**src/rtl/iwd_pkg.sv**
```systemverilog
// iwd_pkg: decode table, format codes and sizing constants for the instruction word decoder
// depends on nothing; used by instruction_word_decoder_core
package iwd_pkg;

  localparam int unsigned WORD_W     = 32;
  localparam int unsigned NUM_ENTRIES = 51;
  localparam int unsigned IDX_W      = 6;
  localparam int unsigned GRP_W      = 3;
  localparam int unsigned GRP_SIZE   = 1 << GRP_W;
  localparam int unsigned NUM_GRPS   = (NUM_ENTRIES + GRP_SIZE - 1) / GRP_SIZE;
  localparam int unsigned GSEL_W     = IDX_W - GRP_W;
  localparam int unsigned MATCH_W    = NUM_GRPS * GRP_SIZE;

  // table position of bnez, which bne always shadows
  localparam logic [IDX_W-1:0] IDX_BNEZ = 6'd14;

  typedef enum logic [2:0] {
    FMT_IMM    = 3'd0,
    FMT_JUMP   = 3'd1,
    FMT_LOAD   = 3'd2,
    FMT_STORE  = 3'd3,
    FMT_REG    = 3'd4,
    FMT_SHIFT  = 3'd5,
    FMT_REG4   = 3'd6,
    FMT_SINGLE = 3'd7
  } fmt_t;

  localparam logic [WORD_W-1:0] ENTRY_PAT [NUM_ENTRIES] = '{
    32'h04000000, 32'h00000001, 32'h00000002, 32'h08000000, 32'h14000000,
    32'h00000005, 32'h0000000E, 32'h0000000E, 32'h0000000E, 32'h00000011,
    32'h00000011, 32'h00000010, 32'h00000010, 32'h0000000F, 32'h0000000F,
    32'h0000000D, 32'h18000000, 32'h1C000000, 32'h0000000A, 32'h00000009,
    32'h0000000C, 32'h0001000C, 32'h00010009, 32'h0000000B, 32'h00020009,
    32'h58000000, 32'h50000000, 32'h20000000, 32'h24000000, 32'hF800003F,
    32'hFC00003F, 32'h00000000, 32'h28000000, 32'h2C000000, 32'h00000006,
    32'h00000008, 32'h00010008, 32'h34000000, 32'h40000000, 32'h3C000000,
    32'h44000000, 32'h38000000, 32'h48000000, 32'h0C000000, 32'h00000003,
    32'h00000004, 32'h10000000, 32'h00020008, 32'hFC000000, 32'h30000000,
    32'h00000007
  };

  localparam logic [WORD_W-1:0] ENTRY_SEL [NUM_ENTRIES] = '{
    32'hFC00003F, 32'h0000003F, 32'h0000003F, 32'hFC00003F, 32'hFC00003F,
    32'h0000003F, 32'h0000FFFF, 32'h0000003F, 32'h0000F83F, 32'h0000003F,
    32'h0000F83F, 32'h0000003F, 32'h0000F83F, 32'h0000003F, 32'h0000003F,
    32'h0000003F, 32'hFC00003F, 32'hFC00003F, 32'h0000003F, 32'h0003003F,
    32'h0003003F, 32'h0003003F, 32'h0003003F, 32'h0000F83F, 32'h0003003F,
    32'hFC00003F, 32'hFC00003F, 32'hFC00003F, 32'hFC00003F, 32'hFC00003F,
    32'hFC00003F, 32'hFFFFFFFF, 32'hFC00003F, 32'hFC00003F, 32'h0000003F,
    32'h0003003F, 32'h0003003F, 32'hFC00003F, 32'hFC00003F, 32'hFC00003F,
    32'hFC00003F, 32'hFC00003F, 32'hFC00003F, 32'hFC00003F, 32'h0000003F,
    32'h0000003F, 32'hFC00003F, 32'h0003003F, 32'hFC00003F, 32'hFC00003F,
    32'h0000003F
  };

  localparam fmt_t ENTRY_FMT [NUM_ENTRIES] = '{
    FMT_REG,    FMT_IMM,   FMT_IMM,   FMT_REG,   FMT_REG,
    FMT_IMM,    FMT_IMM,   FMT_IMM,   FMT_IMM,   FMT_IMM,
    FMT_IMM,    FMT_IMM,   FMT_IMM,   FMT_IMM,   FMT_IMM,
    FMT_JUMP,   FMT_REG,   FMT_REG,   FMT_JUMP,  FMT_LOAD,
    FMT_LOAD,   FMT_LOAD,  FMT_LOAD,  FMT_IMM,   FMT_LOAD,
    FMT_REG,    FMT_REG,   FMT_REG4,  FMT_REG4,  FMT_REG,
    FMT_REG,    FMT_SINGLE, FMT_REG,  FMT_REG,   FMT_IMM,
    FMT_STORE,  FMT_STORE, FMT_SHIFT, FMT_REG,   FMT_SHIFT,
    FMT_REG,    FMT_SHIFT, FMT_REG,   FMT_REG,   FMT_IMM,
    FMT_IMM,    FMT_REG,   FMT_STORE, FMT_SINGLE, FMT_REG,
    FMT_IMM
  };

  // format of a table slot, slots past the table end read as imm
  function automatic fmt_t entry_fmt(input logic [IDX_W-1:0] idx);
    fmt_t f;
    f = FMT_IMM;
    if (idx < IDX_W'(NUM_ENTRIES)) begin
      f = ENTRY_FMT[idx];
    end
    return f;
  endfunction

endpackage

```
**src/rtl/instruction_word_decoder_core.sv**
```systemverilog
// instruction_word_decoder_core: three-stage pipelined first-match instruction decoder
// depends on iwd_pkg (decode table, format codes, sizing constants)
// throughput: one beat per cycle while out_stall is low; the match, group-encode and select stages each hold one word
// in_stall rises only when all three stages hold a beat and the output side stalls
// reset: synchronous active-low rst_n clears the stage valid bits, payload is not reset
module instruction_word_decoder_core (
  input  logic                          clk,
  input  logic                          rst_n,
  input  logic                          in_valid,
  output logic                          in_stall,
  input  logic [iwd_pkg::WORD_W-1:0]    in_instr_word,
  output logic                          out_valid,
  input  logic                          out_stall,
  output logic                          out_hit,
  output logic [iwd_pkg::IDX_W-1:0]     out_op_index,
  output logic [2:0]                    out_format_class,
  output logic [4:0]                    out_reg_a,
  output logic [4:0]                    out_reg_b,
  output logic [4:0]                    out_reg_c,
  output logic [4:0]                    out_reg_d,
  output logic [15:0]                   out_imm_value,
  output logic [20:0]                   out_jump_offset,
  output logic [13:0]                   out_mem_offset,
  output logic [4:0]                    out_shift_amount
);

  localparam int unsigned NG = iwd_pkg::NUM_GRPS;
  localparam int unsigned GS = iwd_pkg::GRP_SIZE;

  // stage valid bits
  logic v1_r, v2_r, v3_r;
  logic v1_nxt, v2_nxt, v3_nxt;
  logic adv1, adv2, adv3;

  // stage 1: word and raw match vector
  logic [iwd_pkg::WORD_W-1:0]  word1_r, word1_nxt;
  logic [iwd_pkg::MATCH_W-1:0] match1_r, match1_nxt;

  // stage 2: per-group first hit
  logic [iwd_pkg::WORD_W-1:0]  word2_r, word2_nxt;
  logic [NG-1:0]               ghit2_r, ghit2_nxt;
  logic [iwd_pkg::GRP_W-1:0]   gidx2_r [NG];
  logic [iwd_pkg::GRP_W-1:0]   gidx2_nxt [NG];

  // stage 3: output register
  logic                        hit3_r, hit3_nxt;
  logic [iwd_pkg::IDX_W-1:0]   idx3_r, idx3_nxt;
  iwd_pkg::fmt_t               fmt3_r, fmt3_nxt;
  logic [iwd_pkg::WORD_W-1:0]  word3_r, word3_nxt;

  logic [iwd_pkg::GSEL_W-1:0]  gsel;
  logic                        any_hit;

  // a stage moves when it is empty or its successor moves
  assign adv3     = !v3_r || !out_stall;
  assign adv2     = !v2_r || adv3;
  assign adv1     = !v1_r || adv2;
  assign in_stall = !adv1;

  assign v1_nxt = adv1 ? in_valid : v1_r;
  assign v2_nxt = adv2 ? v1_r : v2_r;
  assign v3_nxt = adv3 ? v2_r : v3_r;

  always_comb begin
    match1_nxt = '0;
    for (int k = 0; k < iwd_pkg::NUM_ENTRIES; k++) begin
      match1_nxt[k] = (in_instr_word & iwd_pkg::ENTRY_SEL[k]) == iwd_pkg::ENTRY_PAT[k];
    end
    word1_nxt = in_instr_word;
  end

  // lowest set bit within each group of eight
  always_comb begin
    for (int g = 0; g < NG; g++) begin
      ghit2_nxt[g] = |match1_r[g*GS +: GS];
      gidx2_nxt[g] = '0;
      for (int j = GS - 1; j >= 0; j--) begin
        if (match1_r[g*GS + j]) begin
          gidx2_nxt[g] = iwd_pkg::GRP_W'(j);
        end
      end
    end
    word2_nxt = word1_r;
  end

  // lowest group with a hit wins
  always_comb begin
    gsel    = '0;
    any_hit = |ghit2_r;
    for (int g = NG - 1; g >= 0; g--) begin
      if (ghit2_r[g]) begin
        gsel = iwd_pkg::GSEL_W'(g);
      end
    end
    hit3_nxt  = any_hit;
    idx3_nxt  = any_hit ? {gsel, gidx2_r[gsel]} : '0;
    fmt3_nxt  = any_hit ? iwd_pkg::entry_fmt({gsel, gidx2_r[gsel]}) : iwd_pkg::FMT_IMM;
    word3_nxt = any_hit ? word2_r : '0;
  end

  always_ff @(posedge clk) begin
    if (!rst_n) begin
      v1_r <= 1'b0;
      v2_r <= 1'b0;
      v3_r <= 1'b0;
    end else begin
      v1_r <= v1_nxt;
      v2_r <= v2_nxt;
      v3_r <= v3_nxt;
    end
  end

  always_ff @(posedge clk) begin
    if (adv1) begin
      word1_r  <= word1_nxt;
      match1_r <= match1_nxt;
    end
    if (adv2) begin
      word2_r <= word2_nxt;
      ghit2_r <= ghit2_nxt;
      for (int g = 0; g < NG; g++) begin
        gidx2_r[g] <= gidx2_nxt[g];
      end
    end
    if (adv3) begin
      hit3_r  <= hit3_nxt;
      idx3_r  <= idx3_nxt;
      fmt3_r  <= fmt3_nxt;
      word3_r <= word3_nxt;
    end
  end

  // operand fields come straight from the held word, zeroed on a miss
  assign out_valid        = v3_r;
  assign out_hit          = hit3_r;
  assign out_op_index     = idx3_r;
  assign out_format_class = 3'(fmt3_r);
  assign out_reg_a        = word3_r[10:6];
  assign out_reg_b        = word3_r[15:11];
  assign out_reg_c        = word3_r[20:16];
  assign out_reg_d        = word3_r[25:21];
  assign out_imm_value    = word3_r[31:16];
  assign out_jump_offset  = word3_r[31:11];
  assign out_mem_offset   = word3_r[31:18];
  assign out_shift_amount = word3_r[25:21];

  a_miss_zero: assert property (@(posedge clk) disable iff (!rst_n)
    (out_valid && !out_hit) |-> (out_op_index == '0
                                 && out_format_class == 3'(iwd_pkg::FMT_IMM)
                                 && out_imm_value == '0 && out_jump_offset == '0))
    else $error("miss beat carries nonzero fields");

  a_idx_range: assert property (@(posedge clk) disable iff (!rst_n)
    (out_valid && out_hit) |-> (out_op_index < iwd_pkg::IDX_W'(iwd_pkg::NUM_ENTRIES)))
    else $error("op index past table end");

  a_shadowed: assert property (@(posedge clk) disable iff (!rst_n)
    (out_valid && out_hit) |-> (out_op_index != iwd_pkg::IDX_BNEZ))
    else $error("shadowed entry reported as match");

  a_stall_full: assert property (@(posedge clk) disable iff (!rst_n)
    in_stall |-> (v1_r && v2_r && v3_r && out_stall))
    else $error("input stalled with room in pipeline");

  a_bubble_fill: assert property (@(posedge clk) disable iff (!rst_n)
    (v2_r && !v3_r) |=> v3_r)
    else $error("beat failed to advance into empty output stage");

endmodule
```
**config.mk**
```make
export PLATFORM = sky130hd
export DESIGN_NAME = instruction_word_decoder_core
export DESIGN_NICKNAME = d
export VERILOG_FILES = /design/src/rtl/iwd_pkg.sv /design/src/rtl/instruction_word_decoder_core.sv
export SDC_FILE = /design/constraint.sdc
export NUM_CORES = 1
export LEC_CHECK = 0
export BUFFER_PORTS_ARGS = -buffer_cell sky130_fd_sc_hd__buf_2
export CORE_AREA = 2 2 176 178
export CTS_CLUSTER_SIZE = 40
export DETAILED_ROUTE_END_ITERATION = 16
export DIE_AREA = 0 0 178 180
export SETUP_SLACK_MARGIN = 0.1
export SLEW_MARGIN = 20
export SYNTH_ARGS = -nofsm -noshare
export SYNTH_HDL_FRONTEND = slang
export SYNTH_SLANG_ARGS = --single-unit
```
**constraint.sdc**
```tcl
create_clock -name clk -period 6.31 [get_ports clk]
set_clock_uncertainty 0.15 [all_clocks]
set_input_delay 0.3155 -clock clk [delete_from_list [all_inputs] [get_ports clk]]
set_output_delay 0.3155 -clock clk [all_outputs]
set_load 0.05 [all_outputs]
```
==> metrics.md <==
| Metric | Value |
|---|---|
| Outcome | finished, final reports clean |
| Initial antenna violation count | 7 |
| Drt first pass iters | 5 |
| # H-tree levels | 4 |
| Avg Vias per Cell | 4.23 |
| Critical path startpoint category | flop |
| Critical path arrival | 4.10 ns |
| Worst slew pin tran | 1.01 ns |
| Post-DP HPWL | 10700 um |
| Crit end category | flop |
| Final min period | 4.08 ns |
| GRT Total Usage | 0.0946 |
| WL met3 | 940 um |
| Max-Cap Viols | 0 |
| Core Util, Final | 0.296 |
| Distinct cell type count after synthesis | 54 |
| Layout Nets | 718 |
| Peak VDD IR | 0.145 mV |
| Top cells by count, synth | edfxtp_1, nor2_1, buf_4 |
| Clock buffer depth | 2 |
| Synth async-reset ratio | 0 |
| Slew Limit Headroom | 0.327 |
| Sequential share of the synthesized area | 0.675 |
| Synth Instances | 573 |
| # Post-CTS Setup Buffers | 0 |
| Top sig layer | met5 |
| Synth area leader | edfxtp_1 |
| CTS tree | done |
| Root Buffer | clkbuf_16 |
| Area added between synthesis and finish | 20.1% |
| Worst EP required | 6.34 ns |
| Clk slew on worst S/H paths | 0.07 ns |
| Die width | 178 um |
| Layout cells sized above 1 | 0.251 |
| EDFF count, synth | 165 |
| Core Box Area | 0.0302 mm2 |
| Row Count | 64 |
| RSZ-0062 raised after global routing | false |
| R2R Setup Slk | 2.23 ns |
| Port Buf Inserts | 123 |
| Netlist Area Pre-Place | 0.00743 mm2 |
| Vias | 4612 |
| Die area | 0.0320 mm2 |
| Detailed Route WL | 15100 um |
| PwrDens | 307 mW/mm2 |
| First-pass GRT wire length | 23200 um |
| Post-route ant nets | 0 |
| Yosys warns | 0 |
| Share of the synthesized area in the top cell type | 0.666 |
| TritonCTS Sinks | 168 |
| Max Fanout on Critical Path | 14 |
| Starting DRT DRC Count | 308 |
| Total length of routed met2 wires | 7110 um |
| Post_cts resized | 0 |
| Worst setup path class | flop to flop |
| Routed metal-1 wire length | 6630 um |
| Clock Latency Late Sink | 0.43 ns |
| Area contributors post-synth | edfxtp_1, buf_4, nor2_1 |
| CTS buffer count | 17 |
| Setup-failing EPs final | 0 |
| Io pins | 124 |
| Final worst setup slack | 2.23 ns |
| Achievable frequency | 245 MHz |
| Final hold violations | 0 |
| Initial Utilization | 0.246 |
| Syn nets | 615 |
| Max-slew violations | 0 |
| Number of global-route vias before repair | 4329 |
| Total congestion overflow | 0 |
| Die height | 180 um |
| Pleak | 0.00368 uW |
| Hold Path Class | primary input to flop |
| Final period utilization | 0.646 |
| Top FF cell, synth | edfxtp_1 |
| Routed wire per std cell | 13.9 um |
| RePlAce Congestion | 0.829 |
| TNS Setup | 0 ns |
| Largest net degree at the start of global routing | 78 |
| DRC viols | 0 |
| Syn_area_per_cell | 13.0 um2 |
| FF+latch count, synth | 168 |
| Place WS | 2.28 ns |
| Most numerous cell in the Yosys netlist | edfxtp_1 |
state kept, by name, summed over array words and instances, names as in the netlist, 3 cells and up:
signal	count
match1_r	50
out_format_class	3
word2_r	26
out_op_index	6
gidx2_r	20
ghit2_r	7
word3_r	26
word1_r	26
placed cells by master, fill, tap and decap left out, drive strengths merged, types with 2 or more instances in the layout:
cell         count
edfxtp         165
buf            125
nor2            84
nor3            31
nand2           30
and2            27
inv             27
dlygate4sd3     23
nor4            19
clkbuf          18
nor2b           14
nor3b           12
a21oi           11
mux2i            8
nand3            8
o21a             8
a31oi            7
o21ai            7
a211oi           7
ha               6
diode            5
nand2b           5
o211ai           5
clkinv           5
nand3b           4
or2              4
o2111ai          3
or3              3
nand4            3
dfxtp            3
or4              2
and3             2
layer usage:
layer / global-route usage / vias up
met5: 0 / -
met4: 0.0443 / 4
met3: 0.0311 / 30
met2: 0.150 / 148
met1: 0.116 / 2171
li1: - / 2259
power breakdown:
group	total, uW	switching [uW]	internal, uW	leakage [uW]
Sequential	1300	25.3	1270	0.00195
Combinational	438	339	98.8	0.00145
Clock	1000	468	533	0.000281
Total	2740	833	1910	0.00368
logic make-up (layout without fill, tap and decap cells):
| family | after synthesis | count (layout) | synth area share |
|---|---|---|---|
| other | 0 | 5 | 0 |
| flip-flops | 168 | 168 | 0.675 |
| adder cells (fa/ha/maj) | 6 | 6 | 0.0101 |
| buffers and inverters | 83 | 199 | 0.0712 |
| AO/OA/AOI/OAI | 55 | 55 | 0.0572 |
| AND/OR/NAND/NOR | 252 | 252 | 0.175 |
| multiplexers | 9 | 9 | 0.0123 |
through the flow:
step / total power [uW] / hold WS (ns) / instance area [um2] / std cells
after detailed placement: 1750 / 0.255 / 8110 / 1030
after CTS: 2760 / 0.00125 / 8910 / 1085
after global placement: 1750 / 0.250 / 8110 / 1030
after floorplan: 1700 / 0.250 / 7430 / 573
after global routing: 2830 / 0.0198 / 8920 / 1089
final: 2740 / 0.0177 / 8930 / 1090
critical path: stages, from the launching register on:
cell and delay [ns]:
edfxtp_1 0.64, or2b_1 0.22, o211ai_2 0.27, inv_1 0.43, o211ai_1 0.16, a211oi_2 0.51
inv_1 0.14, ha_1 0.34, o41a_1 0.44, a21o_1 0.19, a221oi_1 0.25, nor3_1 0.08
what timing repair did:
action	in CTS	in global routing
hold buffers	23	0
setup endpoints to repair	0	0
hold endpoints to repair	23	0
final cells by class:
type,instances,area (um2)
flip-flops and latches,168,5010
repair buffers,148,861
clock buffers,18,439
well taps,396,495
inverters,19,72.6
clock inverters,14,133
fillers,3044,21300
diodes,5,12.5
multi-input cells,322,1900
final timing paths:
| kind | start | end | depth (start not counted) |
|---|---|---|---|
| worst max-delay path | ghit2_r[1] | out_format_class[2] | 11 |
| worst min-delay path | out_stall | out_valid | 3 |
| worst max register to register | ghit2_r[1] | out_format_class[2] | 11 |
| worst min register to register | word1_r[19] | word2_r[19] | 0 |
No activity file was read; power rests on OpenSTA's default activity.
